===== src/design/pasmu_pkg.sv =====
`default_nettype none

package pasmu_pkg;

   // default polynomial length
   localparam int TERMS_DEF = 13;

   // field widths
   localparam int KIND_W = 3;
   localparam int POS_W  = 4;
   localparam int COEF_W = 32;

   // transaction kinds
   localparam logic [KIND_W-1:0] KIND_SET_ACC = 3'd0;
   localparam logic [KIND_W-1:0] KIND_LOAD_OP = 3'd1;
   localparam logic [KIND_W-1:0] KIND_ADD     = 3'd2;
   localparam logic [KIND_W-1:0] KIND_SUB     = 3'd3;
   localparam logic [KIND_W-1:0] KIND_MUL     = 3'd4;
   localparam logic [KIND_W-1:0] KIND_READ    = 3'd5;

   // saturation limits of a q16.16 coefficient
   localparam logic [COEF_W-1:0] COEF_MAX = {1'b0, {(COEF_W-1){1'b1}}};
   localparam logic [COEF_W-1:0] COEF_MIN = {1'b1, {(COEF_W-1){1'b0}}};

   // tag that travels with each multiply-accumulate term
   typedef struct packed {
      logic vld;
      logic first;
      logic last;
   } mac_tag_type;

   // finished product coefficient
   typedef struct packed {
      logic              vld;
      logic              sat;
      logic [COEF_W-1:0] value;
   } mac_res_type;

endpackage

`default_nettype wire


===== src/design/pasmu_ram.sv =====
`default_nettype none

module pasmu_ram
   import pasmu_pkg::*;
#(
   parameter int WIDTH = COEF_W,
   parameter int DEPTH = TERMS_DEF
) (
   input  wire logic                     clock,
   input  wire logic                     wr_en,
   input  wire logic [$clog2(DEPTH)-1:0] wr_addr,
   input  wire logic [WIDTH-1:0]         wr_data,
   input  wire logic [$clog2(DEPTH)-1:0] rd_addr,
   output logic [WIDTH-1:0]              rd_data
);

   logic [WIDTH-1:0] mem_ff [DEPTH];
   logic [WIDTH-1:0] rd_ff;

   // one write port, one registered read port
   always_ff @(posedge clock) begin
      if (wr_en) begin
         mem_ff[wr_addr] <= wr_data;
      end
      rd_ff <= mem_ff[rd_addr];
   end

   assign rd_data = rd_ff;

endmodule

`default_nettype wire


===== src/design/pasmu_mac.sv =====
`default_nettype none

module pasmu_mac
   import pasmu_pkg::*;
#(
   parameter int TERMS = TERMS_DEF
) (
   input  wire logic                      clock,
   input  wire logic                      reset,
   input  wire mac_tag_type               tag_in,
   input  wire logic signed [COEF_W-1:0]  acc_coef,
   input  wire logic signed [COEF_W-1:0]  op_coef,
   output logic                           busy,
   output mac_res_type                    res
);

   localparam int FRAC_W = 16;
   localparam int PROD_W = 2 * COEF_W;
   localparam int RND_W  = PROD_W - FRAC_W;
   localparam int SUM_W  = RND_W + $clog2(TERMS) + 1;
   localparam logic signed [PROD_W-1:0] HALF =
      {{(PROD_W-FRAC_W){1'b0}}, 1'b1, {(FRAC_W-1){1'b0}}};

   mac_tag_type              tag_a_ff, tag_a_in;
   mac_tag_type              tag_b_ff, tag_b_in;
   mac_tag_type              tag_c_ff, tag_c_in;
   logic signed [PROD_W-1:0] prod_ff, prod_in;
   logic signed [RND_W-1:0]  rnd_ff, rnd_in;
   logic signed [SUM_W-1:0]  sum_ff, sum_in;
   mac_res_type              res_ff, res_in;
   logic signed [PROD_W-1:0] rsum;
   logic [SUM_W-COEF_W:0]    upper;

   always_comb begin
      // multiply stage
      tag_a_in = tag_in;
      prod_in  = acc_coef * op_coef;

      // round half up to q16.16
      tag_b_in = tag_a_ff;
      rsum     = prod_ff + HALF;
      rnd_in   = rsum[PROD_W-1:FRAC_W];

      // accumulate per exponent, restart on first term
      tag_c_in = tag_b_ff;
      sum_in   = sum_ff;
      if (tag_b_ff.vld) begin
         sum_in = (tag_b_ff.first ? '0 : sum_ff) + SUM_W'(rnd_ff);
      end

      // saturate finished sum
      upper      = sum_ff[SUM_W-1:COEF_W-1];
      res_in.vld = tag_c_ff.vld & tag_c_ff.last;
      res_in.sat = (upper != '0) && (upper != '1);
      if (res_in.sat) begin
         res_in.value = sum_ff[SUM_W-1] ? COEF_MIN : COEF_MAX;
      end else begin
         res_in.value = sum_ff[COEF_W-1:0];
      end
   end

   always_ff @(posedge clock) begin
      tag_a_ff <= tag_a_in;
      tag_b_ff <= tag_b_in;
      tag_c_ff <= tag_c_in;
      prod_ff  <= prod_in;
      rnd_ff   <= rnd_in;
      sum_ff   <= sum_in;
      res_ff   <= res_in;
      if (reset) begin
         tag_a_ff   <= '0;
         tag_b_ff   <= '0;
         tag_c_ff   <= '0;
         res_ff.vld <= 1'b0;
      end
   end

   assign busy = tag_a_ff.vld | tag_b_ff.vld | tag_c_ff.vld | res_ff.vld;
   assign res  = res_ff;

endmodule

`default_nettype wire


===== src/design/polynomial_add_sub_mul_unit_top.sv =====
// set and load: write the coefficient, then the status result from the status state
// add and subtract: one coefficient per cycle, then the status result
// multiply: one term per cycle, then the status result once the products are written
// read out: one coefficient at a time via the single ram read port, issued to a free output
// one transaction at a time: the next is taken once the status or last coefficient is loaded
// reset: synchronous; a clearing pass zeroes every entry of both rams, input held off
`default_nettype none

module polynomial_add_sub_mul_unit_top
   import pasmu_pkg::*;
#(
   parameter int TERMS = TERMS_DEF
) (
   input  wire logic                      clock,
   input  wire logic                      reset,
   input  wire logic                      req_valid,
   output logic                           req_stall,
   input  wire logic [KIND_W-1:0]         req_kind,
   input  wire logic [POS_W-1:0]          req_position,
   input  wire logic signed [COEF_W-1:0]  req_coef_value,
   output logic                           rsp_valid,
   input  wire logic                      rsp_stall,
   output logic [POS_W-1:0]               rsp_out_position,
   output logic signed [COEF_W-1:0]       rsp_out_value,
   output logic [POS_W-1:0]               rsp_top_degree,
   output logic                           rsp_saturated,
   output logic                           rsp_last
);

   localparam int IDX_W = $clog2(TERMS);
   localparam logic [IDX_W-1:0] LAST_IDX = IDX_W'(TERMS - 1);

   localparam logic [2:0] ST_CLEAR  = 3'd0;
   localparam logic [2:0] ST_IDLE   = 3'd1;
   localparam logic [2:0] ST_ADD    = 3'd2;
   localparam logic [2:0] ST_MUL    = 3'd3;
   localparam logic [2:0] ST_READ   = 3'd4;
   localparam logic [2:0] ST_STATUS = 3'd5;

   logic [2:0]        state_ff, state_in;
   logic [IDX_W-1:0]  idx_ff, idx_in;
   logic [IDX_W-1:0]  mk_ff, mk_in;
   logic [IDX_W-1:0]  mj_ff, mj_in;
   logic [IDX_W-1:0]  wk_ff, wk_in;
   logic [IDX_W-1:0]  ad_ff, ad_in;
   logic [KIND_W-1:0] kind_ff, kind_in;
   logic              sat_ff, sat_in;
   logic [TERMS-1:0]  nz_ff, nz_in;
   logic              issue_done_ff, issue_done_in;
   logic              rd_pend_ff, rd_pend_in;
   mac_tag_type       tag_rd_ff, tag_rd_in;
   logic              rsp_valid_ff, rsp_valid_in;
   logic [POS_W-1:0]  out_pos_ff, out_pos_in;
   logic [COEF_W-1:0] out_val_ff, out_val_in;
   logic [POS_W-1:0]  out_top_ff, out_top_in;
   logic              out_sat_ff, out_sat_in;
   logic              out_last_ff, out_last_in;

   logic              acc_we, op_we;
   logic [IDX_W-1:0]  acc_waddr, acc_raddr, op_waddr, op_raddr;
   logic [COEF_W-1:0] acc_wdata, op_wdata, acc_rdata, op_rdata;

   logic              mac_busy;
   mac_res_type       mac_res;

   logic [IDX_W-1:0]  top_idx;
   logic [POS_W-1:0]  top_pos;
   logic              pos_ok;
   logic [IDX_W-1:0]  pos_idx;
   logic              out_free;
   logic [COEF_W:0]   as_sum;
   logic              as_ovf;
   logic [COEF_W-1:0] as_clip;

   // coefficient stores
   pasmu_ram #(
      .WIDTH (COEF_W),
      .DEPTH (TERMS)
   ) u_acc_ram (
      .clock   (clock),
      .wr_en   (acc_we),
      .wr_addr (acc_waddr),
      .wr_data (acc_wdata),
      .rd_addr (acc_raddr),
      .rd_data (acc_rdata)
   );

   pasmu_ram #(
      .WIDTH (COEF_W),
      .DEPTH (TERMS)
   ) u_op_ram (
      .clock   (clock),
      .wr_en   (op_we),
      .wr_addr (op_waddr),
      .wr_data (op_wdata),
      .rd_addr (op_raddr),
      .rd_data (op_rdata)
   );

   // multiply-accumulate unit used by the multiply
   pasmu_mac #(
      .TERMS (TERMS)
   ) u_mac (
      .clock    (clock),
      .reset    (reset),
      .tag_in   (tag_rd_ff),
      .acc_coef (acc_rdata),
      .op_coef  (op_rdata),
      .busy     (mac_busy),
      .res      (mac_res)
   );

   // highest nonzero accumulator coefficient
   always_comb begin
      top_idx = '0;
      for (int i = 0; i < TERMS; i++) begin
         if (nz_ff[i]) begin
            top_idx = IDX_W'(i);
         end
      end
   end

   assign top_pos  = POS_W'(top_idx);
   assign pos_ok   = 32'(req_position) < 32'(TERMS);
   assign pos_idx  = IDX_W'(req_position);
   assign out_free = !rsp_valid_ff || !rsp_stall;

   // add or subtract with saturation
   always_comb begin
      if (kind_ff == KIND_SUB) begin
         as_sum = {acc_rdata[COEF_W-1], acc_rdata} - {op_rdata[COEF_W-1], op_rdata};
      end else begin
         as_sum = {acc_rdata[COEF_W-1], acc_rdata} + {op_rdata[COEF_W-1], op_rdata};
      end
      as_ovf = as_sum[COEF_W] != as_sum[COEF_W-1];
      if (as_ovf) begin
         as_clip = as_sum[COEF_W] ? COEF_MIN : COEF_MAX;
      end else begin
         as_clip = as_sum[COEF_W-1:0];
      end
   end

   // sequencer
   always_comb begin
      state_in      = state_ff;
      idx_in        = idx_ff;
      mk_in         = mk_ff;
      mj_in         = mj_ff;
      wk_in         = wk_ff;
      ad_in         = ad_ff;
      kind_in       = kind_ff;
      sat_in        = sat_ff;
      nz_in         = nz_ff;
      issue_done_in = issue_done_ff;
      rd_pend_in    = rd_pend_ff;
      tag_rd_in     = '0;
      rsp_valid_in  = rsp_valid_ff;
      out_pos_in    = out_pos_ff;
      out_val_in    = out_val_ff;
      out_top_in    = out_top_ff;
      out_sat_in    = out_sat_ff;
      out_last_in   = out_last_ff;

      acc_we    = 1'b0;
      acc_waddr = idx_ff;
      acc_wdata = '0;
      acc_raddr = idx_ff;
      op_we     = 1'b0;
      op_waddr  = idx_ff;
      op_wdata  = '0;
      op_raddr  = idx_ff;

      // result transaction taken
      if (rsp_valid_ff && !rsp_stall) begin
         rsp_valid_in = 1'b0;
      end

      unique case (state_ff)
         ST_CLEAR: begin
            acc_we = 1'b1;
            op_we  = 1'b1;
            if (idx_ff == LAST_IDX) begin
               idx_in   = '0;
               state_in = ST_IDLE;
            end else begin
               idx_in = idx_ff + 1'b1;
            end
         end

         ST_IDLE: begin
            if (req_valid) begin
               kind_in       = req_kind;
               sat_in        = 1'b0;
               issue_done_in = 1'b0;
               rd_pend_in    = 1'b0;
               idx_in        = '0;
               mk_in         = LAST_IDX;
               mj_in         = '0;
               wk_in         = LAST_IDX;
               unique case (req_kind) inside
                  KIND_SET_ACC: begin
                     if (pos_ok) begin
                        acc_we           = 1'b1;
                        acc_waddr        = pos_idx;
                        acc_wdata        = req_coef_value;
                        nz_in[pos_idx]   = req_coef_value != '0;
                     end
                     state_in = ST_STATUS;
                  end
                  KIND_LOAD_OP: begin
                     if (pos_ok) begin
                        op_we    = 1'b1;
                        op_waddr = pos_idx;
                        op_wdata = req_coef_value;
                     end
                     state_in = ST_STATUS;
                  end
                  KIND_ADD, KIND_SUB: begin
                     state_in = ST_ADD;
                  end
                  KIND_MUL: begin
                     state_in = ST_MUL;
                  end
                  KIND_READ: begin
                     state_in = ST_READ;
                  end
                  default: begin
                     state_in = ST_STATUS;
                  end
               endcase
            end
         end

         ST_ADD: begin
            // read both coefficients, write the combination back in the next cycle
            if (!issue_done_ff) begin
               acc_raddr  = idx_ff;
               op_raddr   = idx_ff;
               rd_pend_in = 1'b1;
               ad_in      = idx_ff;
               if (idx_ff == LAST_IDX) begin
                  issue_done_in = 1'b1;
               end else begin
                  idx_in = idx_ff + 1'b1;
               end
            end else begin
               rd_pend_in = 1'b0;
            end
            if (rd_pend_ff) begin
               acc_we       = 1'b1;
               acc_waddr    = ad_ff;
               acc_wdata    = as_clip;
               nz_in[ad_ff] = as_clip != '0;
               sat_in       = sat_ff | as_ovf;
            end
            if (issue_done_ff && !rd_pend_ff) begin
               state_in = ST_STATUS;
            end
         end

         ST_MUL: begin
            // exponents from the top down so each result overwrites a coefficient
            // that no later exponent reads
            if (!issue_done_ff) begin
               acc_raddr       = mj_ff;
               op_raddr        = mk_ff - mj_ff;
               tag_rd_in.vld   = 1'b1;
               tag_rd_in.first = mj_ff == '0;
               tag_rd_in.last  = mj_ff == mk_ff;
               if (mj_ff == mk_ff) begin
                  mj_in = '0;
                  if (mk_ff == '0) begin
                     issue_done_in = 1'b1;
                  end else begin
                     mk_in = mk_ff - 1'b1;
                  end
               end else begin
                  mj_in = mj_ff + 1'b1;
               end
            end
            if (mac_res.vld) begin
               acc_we       = 1'b1;
               acc_waddr    = wk_ff;
               acc_wdata    = mac_res.value;
               nz_in[wk_ff] = mac_res.value != '0;
               sat_in       = sat_ff | mac_res.sat;
               wk_in        = wk_ff - 1'b1;
            end
            if (issue_done_ff && !tag_rd_ff.vld && !mac_busy) begin
               state_in = ST_STATUS;
            end
         end

         ST_READ: begin
            // one coefficient in flight, issued only into an empty output register
            if (rd_pend_ff) begin
               rsp_valid_in = 1'b1;
               out_pos_in   = POS_W'(ad_ff);
               out_val_in   = acc_rdata;
               out_top_in   = top_pos;
               out_sat_in   = 1'b0;
               out_last_in  = ad_ff == LAST_IDX;
               rd_pend_in   = 1'b0;
            end else if (!issue_done_ff && !rsp_valid_ff) begin
               acc_raddr  = idx_ff;
               rd_pend_in = 1'b1;
               ad_in      = idx_ff;
               if (idx_ff == LAST_IDX) begin
                  issue_done_in = 1'b1;
               end else begin
                  idx_in = idx_ff + 1'b1;
               end
            end else if (issue_done_ff) begin
               state_in = ST_IDLE;
            end
         end

         ST_STATUS: begin
            if (out_free) begin
               rsp_valid_in = 1'b1;
               out_pos_in   = '0;
               out_val_in   = '0;
               out_top_in   = top_pos;
               out_sat_in   = sat_ff;
               out_last_in  = 1'b1;
               state_in     = ST_IDLE;
            end
         end

         default: begin
            state_in = ST_IDLE;
         end
      endcase
   end

   always_ff @(posedge clock) begin
      state_ff      <= state_in;
      idx_ff        <= idx_in;
      mk_ff         <= mk_in;
      mj_ff         <= mj_in;
      wk_ff         <= wk_in;
      ad_ff         <= ad_in;
      kind_ff       <= kind_in;
      sat_ff        <= sat_in;
      nz_ff         <= nz_in;
      issue_done_ff <= issue_done_in;
      rd_pend_ff    <= rd_pend_in;
      tag_rd_ff     <= tag_rd_in;
      rsp_valid_ff  <= rsp_valid_in;
      out_pos_ff    <= out_pos_in;
      out_val_ff    <= out_val_in;
      out_top_ff    <= out_top_in;
      out_sat_ff    <= out_sat_in;
      out_last_ff   <= out_last_in;
      if (reset) begin
         state_ff      <= ST_CLEAR;
         idx_ff        <= '0;
         sat_ff        <= 1'b0;
         nz_ff         <= '0;
         issue_done_ff <= 1'b0;
         rd_pend_ff    <= 1'b0;
         tag_rd_ff     <= '0;
         rsp_valid_ff  <= 1'b0;
      end
   end

   assign req_stall        = state_ff != ST_IDLE;
   assign rsp_valid        = rsp_valid_ff;
   assign rsp_out_position = out_pos_ff;
   assign rsp_out_value    = out_val_ff;
   assign rsp_top_degree   = out_top_ff;
   assign rsp_saturated    = out_sat_ff;
   assign rsp_last         = out_last_ff;

endmodule

`default_nettype wire


===== config.mk =====
export PLATFORM = sky130hd
export DESIGN_NAME = polynomial_add_sub_mul_unit_top
export DESIGN_NICKNAME = d
export VERILOG_FILES = /design/src/design/pasmu_pkg.sv /design/src/design/pasmu_ram.sv /design/src/design/pasmu_mac.sv /design/src/design/polynomial_add_sub_mul_unit_top.sv
export SDC_FILE = /design/constraint.sdc
export NUM_CORES = 2
export LEC_CHECK = 0
export BUFFER_PORTS_ARGS = -buffer_cell sky130_fd_sc_hd__buf_2
export CAP_MARGIN = 20
export CORE_UTILIZATION = 59
export DETAILED_ROUTE_END_ITERATION = 8
export PLACE_DENSITY_LB_ADDON = 0.12
export SYNTH_ARGS = -nofsm -noshare
export SYNTH_HDL_FRONTEND = slang
export SYNTH_SLANG_ARGS = --single-unit

===== constraint.sdc =====
create_clock -name clock -period 8.37 [get_ports clock]
set_input_delay 0 -clock clock [delete_from_list [all_inputs] [get_ports clock]]
set_output_delay 0 -clock clock [all_outputs]
set_load 0.1 [all_outputs]

==> key figures <==
Status
  – Status: finished with violations
  – Violated checks: design-rule violations

Timing
  – # setup viols final: 0
  – Final worst-path setup slack: 0.281 ns
  – Post-route minimum period: 8.09 ns
  – Max Clock Skew: 0.101 ns
  – Number of hold violations in the final report: 0
  – Normalized max-slew margin: 0.160
  – Achievable Freq: 124 MHz
  – Total negative slack: 0 ns
  – Transition time at the pin with the least slew margin: 1.25 ns
  – Final hold slack: 0.0611 ns
  – Slew Viols, Final: 0
  – Final period utilization: 0.966

Drt
  – Detail Route Antenna Nets: 0
  – Routed wire length: 237,000 um
  – Post-route DRC: 9
  – Average wire per standard cell: 25.3 um
  – Mean number of vias per cell: 5.99
  – Via total after detailed routing: 56,262
  – DRC marker count from the first detailed-route iteration: 5,245
  – Total iterations of the first detailed-routing run: 9

Synthesis
  – Dominant register cell in the synthesized netlist: sky130_fd_sc_hd__edfxtp_1
  – Synthesis warning total: 0
  – Dominant combinational cell family by area after synthesis: adder cells
  – Top cells by count, synth: sky130_fd_sc_hd__fa_1, sky130_fd_sc_hd__inv_1, sky130_fd_sc_hd__edfxtp_1
  – Adder and majority gate portion of the synthesized area: 0.294
  – Top cells by area in the synthesized netlist: sky130_fd_sc_hd__edfxtp_1, sky130_fd_sc_hd__fa_1, sky130_fd_sc_hd__dfxtp_1, sky130_fd_sc_hd__mux4_2, sky130_fd_sc_hd__and2_1
  – Number of different library cells in the post-synthesis netlist: 85
  – Synthesized cell area: 85,800 um2
  – Most numerous cell in the Yosys netlist: sky130_fd_sc_hd__fa_1
  – Post-synthesis net count: 8,697
  – Synthesized area per cell: 11.8 um2
  – Cell count after synthesis: 7,291
  – Compound-gate portion of the synthesized area: 0.0610
  – XOR/XNOR share of the synthesized area: 0.0230
  – Top-area cell type share of the netlist area: 0.331
  – Number of flip-flops and latches in the synthesized netlist: 1,175
  – Synthesized-area fraction occupied by and/or/nand/nor cells: 0.122
  – Leading area contributor after synthesis: sky130_fd_sc_hd__edfxtp_1
  – Number of synthesized flops with an enable pin: 946
  – Share of synthesized area spent on multiplexers: 0.0524
  – Proportion of synthesized chip area in sequential cells: 0.385
  – FFs w/ async S/R, synth: 0

Worst setup path
  – Register-to-Register Setup Slack: 0.28 ns
  – Arrival time at the worst endpoint: 8.75 ns
  – Source of the worst register-to-register timing path: u_op_ram.rd_data[10]
  – Delay of the slowest cell on the worst path: 0.58 ns
  – Worst Setup End Kind: register
  – Required time of the critical path: 9.03 ns
  – Slowest CP cell: sky130_fd_sc_hd__fa_1
  – Crit Path Class: reg -> reg
  – Startpoint type of the worst setup path: register
  – Most used cell along the critical path: sky130_fd_sc_hd__fa_1
  – Timing startpoint of the critical path: u_op_ram.rd_data[10]
  – Max Fanout on Critical Path: 18

Floorplan
  – DIE HEIGHT: 383 um
  – Width of the chip: 383 um
  – Initial standard-cell utilization of the core: 0.596
  – Die area: 147,000 um2
  – Top-level port count: 87
  – Number of core rows: 139
  – Area of the core region: 144,000 um2

Layout
  – Core occupancy in the finished layout: 0.654
  – Relative area change from synthesis to final layout: 9.73%
  – Final nets: 8,787
  – Ratio of cells with drive above 1 in the final layout: 0.104

GRT
  – Total routing usage reported by global routing: 0.334
  – Number of antenna violations at the first check in global routing: 17
  – Overflow left after global routing: 0
  – Vias in the first global route: 58,659
  – Wire length of the first global-routing pass: 365,000 um
  – Pin count of the biggest net entering global routing: 97

Place
  – Minimum setup slack after placement: 0.0854 ns
  – Half-perimeter wire length after detailed placement: 170,000 um
  – Count of input and output buffers: 86
  – Routability congestion estimate: 0.946

CTS
  – Clk root buf: sky130_fd_sc_hd__clkbuf_16
  – Buffer levels on the longest clock path: 3
  – Insertion delay of the later-clocked pin in the worst-skew pair: 0.81 ns
  – TritonCTS Buffers: 119
  – Clock tree from TritonCTS: built
  – H-Tree Level Count: 3
  – Number of sinks on the clock net: 1,175
  – Clock transition at the registers of the reported paths: 0.06 ns
  – Post-CTS setup repair buffer count: 0

Worst hold path
  – Classification of the worst-slack hold path: in -> reg
  – Worst min-delay path startpoint: req_kind[2]

Run
  – Max Cap Viol: 0
## area by class of cell
type	count	area, um2
timing repair buffer	350	3040
fill	10835	49900
multi-input combinational	4675	47600
sequential	1175	33000
tap	1903	2380
clock buffer	157	3320
clock inverter	65	761
antenna	2	5.00
inverter	1060	3980
## cells by family (layout without fill, tap and decap cells)
family                   Yosys count  after routing
buffers and inverters           1441           1632
XOR/XNOR                         224            224
multiplexers                     209            209
AND/OR/NAND/NOR                 2086           2086
flip-flops                      1175           1175
other                              0              2
adder cells (fa/ha/maj)         1363           1363
AO/OA/AOI/OAI                    793            793
## layer usage
layer / GRT usage / wire length [um] / up-vias
li1: - / - / 24251
met1: 0.471 / 96700 / 29029
met2: 0.519 / 110000 / 2527
met3: 0.0726 / 22100 / 443
met4: 0.110 / 8830 / 12
met5: 0 / 82 / -
## sequential cells by signal, summed over array words and instances, names as in the netlist, 4 cells and up, named ones only
| register | flops |
|---|---|
| mj_ff | 4 |
| u_mac.rnd_ff | 48 |
| u_acc_ram.mem_ff | 416 |
| u_mac.prod_ff | 49 |
| u_op_ram.rd_data | 32 |
| idx_ff | 4 |
| wk_ff | 4 |
| u_mac.res | 34 |
| rsp_top_degree | 4 |
| u_acc_ram.rd_data | 32 |
| rsp_out_value | 32 |
| u_mac.sum_ff | 53 |
| mk_ff | 4 |
| ad_ff | 4 |
| u_op_ram.mem_ff | 416 |
| rsp_out_position | 4 |
## placed cells by master, fill, tap and decap left out, types with 14 or more instances in the layout
master / netlist / final
sky130_fd_sc_hd__a21o_1: 104 / 104
sky130_fd_sc_hd__nand2_1: 787 / 786
sky130_fd_sc_hd__and2_1: 642 / 634
sky130_fd_sc_hd__dfxtp_1: 229 / 205
sky130_fd_sc_hd__inv_1: 1059 / 1059
sky130_fd_sc_hd__buf_2: 35 / 86
sky130_fd_sc_hd__a21oi_1: 187 / 185
sky130_fd_sc_hd__ha_1: 279 / 279
sky130_fd_sc_hd__nor2_1: 235 / 221
sky130_fd_sc_hd__clkbuf_16: 0 / 124
sky130_fd_sc_hd__dfxtp_2: 0 / 23
sky130_fd_sc_hd__mux2i_1: 16 / 15
sky130_fd_sc_hd__o21a_1: 26 / 25
sky130_fd_sc_hd__fa_1: 1084 / 1083
sky130_fd_sc_hd__nor4_1: 33 / 31
sky130_fd_sc_hd__o22ai_1: 14 / 14
sky130_fd_sc_hd__o21bai_1: 21 / 21
sky130_fd_sc_hd__o21ai_0: 112 / 110
sky130_fd_sc_hd__and3_1: 35 / 30
sky130_fd_sc_hd__nand2b_1: 35 / 35
sky130_fd_sc_hd__mux4_2: 192 / 192
sky130_fd_sc_hd__a211oi_1: 82 / 82
sky130_fd_sc_hd__or3_1: 16 / 16
sky130_fd_sc_hd__o21ai_1: 21 / 17
sky130_fd_sc_hd__nor3_1: 38 / 37
sky130_fd_sc_hd__xor2_1: 74 / 74
sky130_fd_sc_hd__nand4_1: 48 / 48
sky130_fd_sc_hd__or2_2: 17 / 17
sky130_fd_sc_hd__xnor2_1: 149 / 149
sky130_fd_sc_hd__buf_12: 0 / 37
sky130_fd_sc_hd__edfxtp_1: 946 / 946
sky130_fd_sc_hd__clkinv_1: 1 / 17
sky130_fd_sc_hd__a31oi_1: 80 / 79
sky130_fd_sc_hd__buf_4: 1 / 170
sky130_fd_sc_hd__nor2b_1: 92 / 92
sky130_fd_sc_hd__clkinv_2: 0 / 18
sky130_fd_sc_hd__dlygate4sd3_1: 0 / 51
sky130_fd_sc_hd__nand3_1: 74 / 74
sky130_fd_sc_hd__clkbuf_1: 334 / 23
sky130_fd_sc_hd__a221o_1: 25 / 25
## worst max-delay path: cells and delay by family (launching register included)
family                     cells  cell delay, ns
DFF                            1            0.46
and+or+nand+nor                4            0.71
buffers and inverters          8            0.93
xor gates and xnor gates       1            0.14
AOI/OAI and AO/OA              7            1.29
adders and majority gates      9            4.42
## path summary, 6_finish.rpt
check	endpoint	cells past startpoint
worst min register to register	u_mac.res[33]	2
worst max register to register	u_mac.prod_ff[52]	29
worst max-delay path	u_mac.prod_ff[52]	29
worst min-delay path	kind_ff[2]	2
## through the flow
stage,area [um2],std cells
after floorplan,85800,7291
after global placement,89300,9101
after detailed placement,89300,9106
after CTS,93900,9379
after global routing,94100,9385
final,94100,9387
## what timing repair did
item / CTS / global route
hold endpoints to repair: 591 / 0
resized for setup: 0 / 33
endpoints found under the setup margin: 0 / 14
hold buffers: 51 / 0
Power is not shown: default switching activity piles up to over one toggle a cycle in this logic, so the estimate is an artifact.
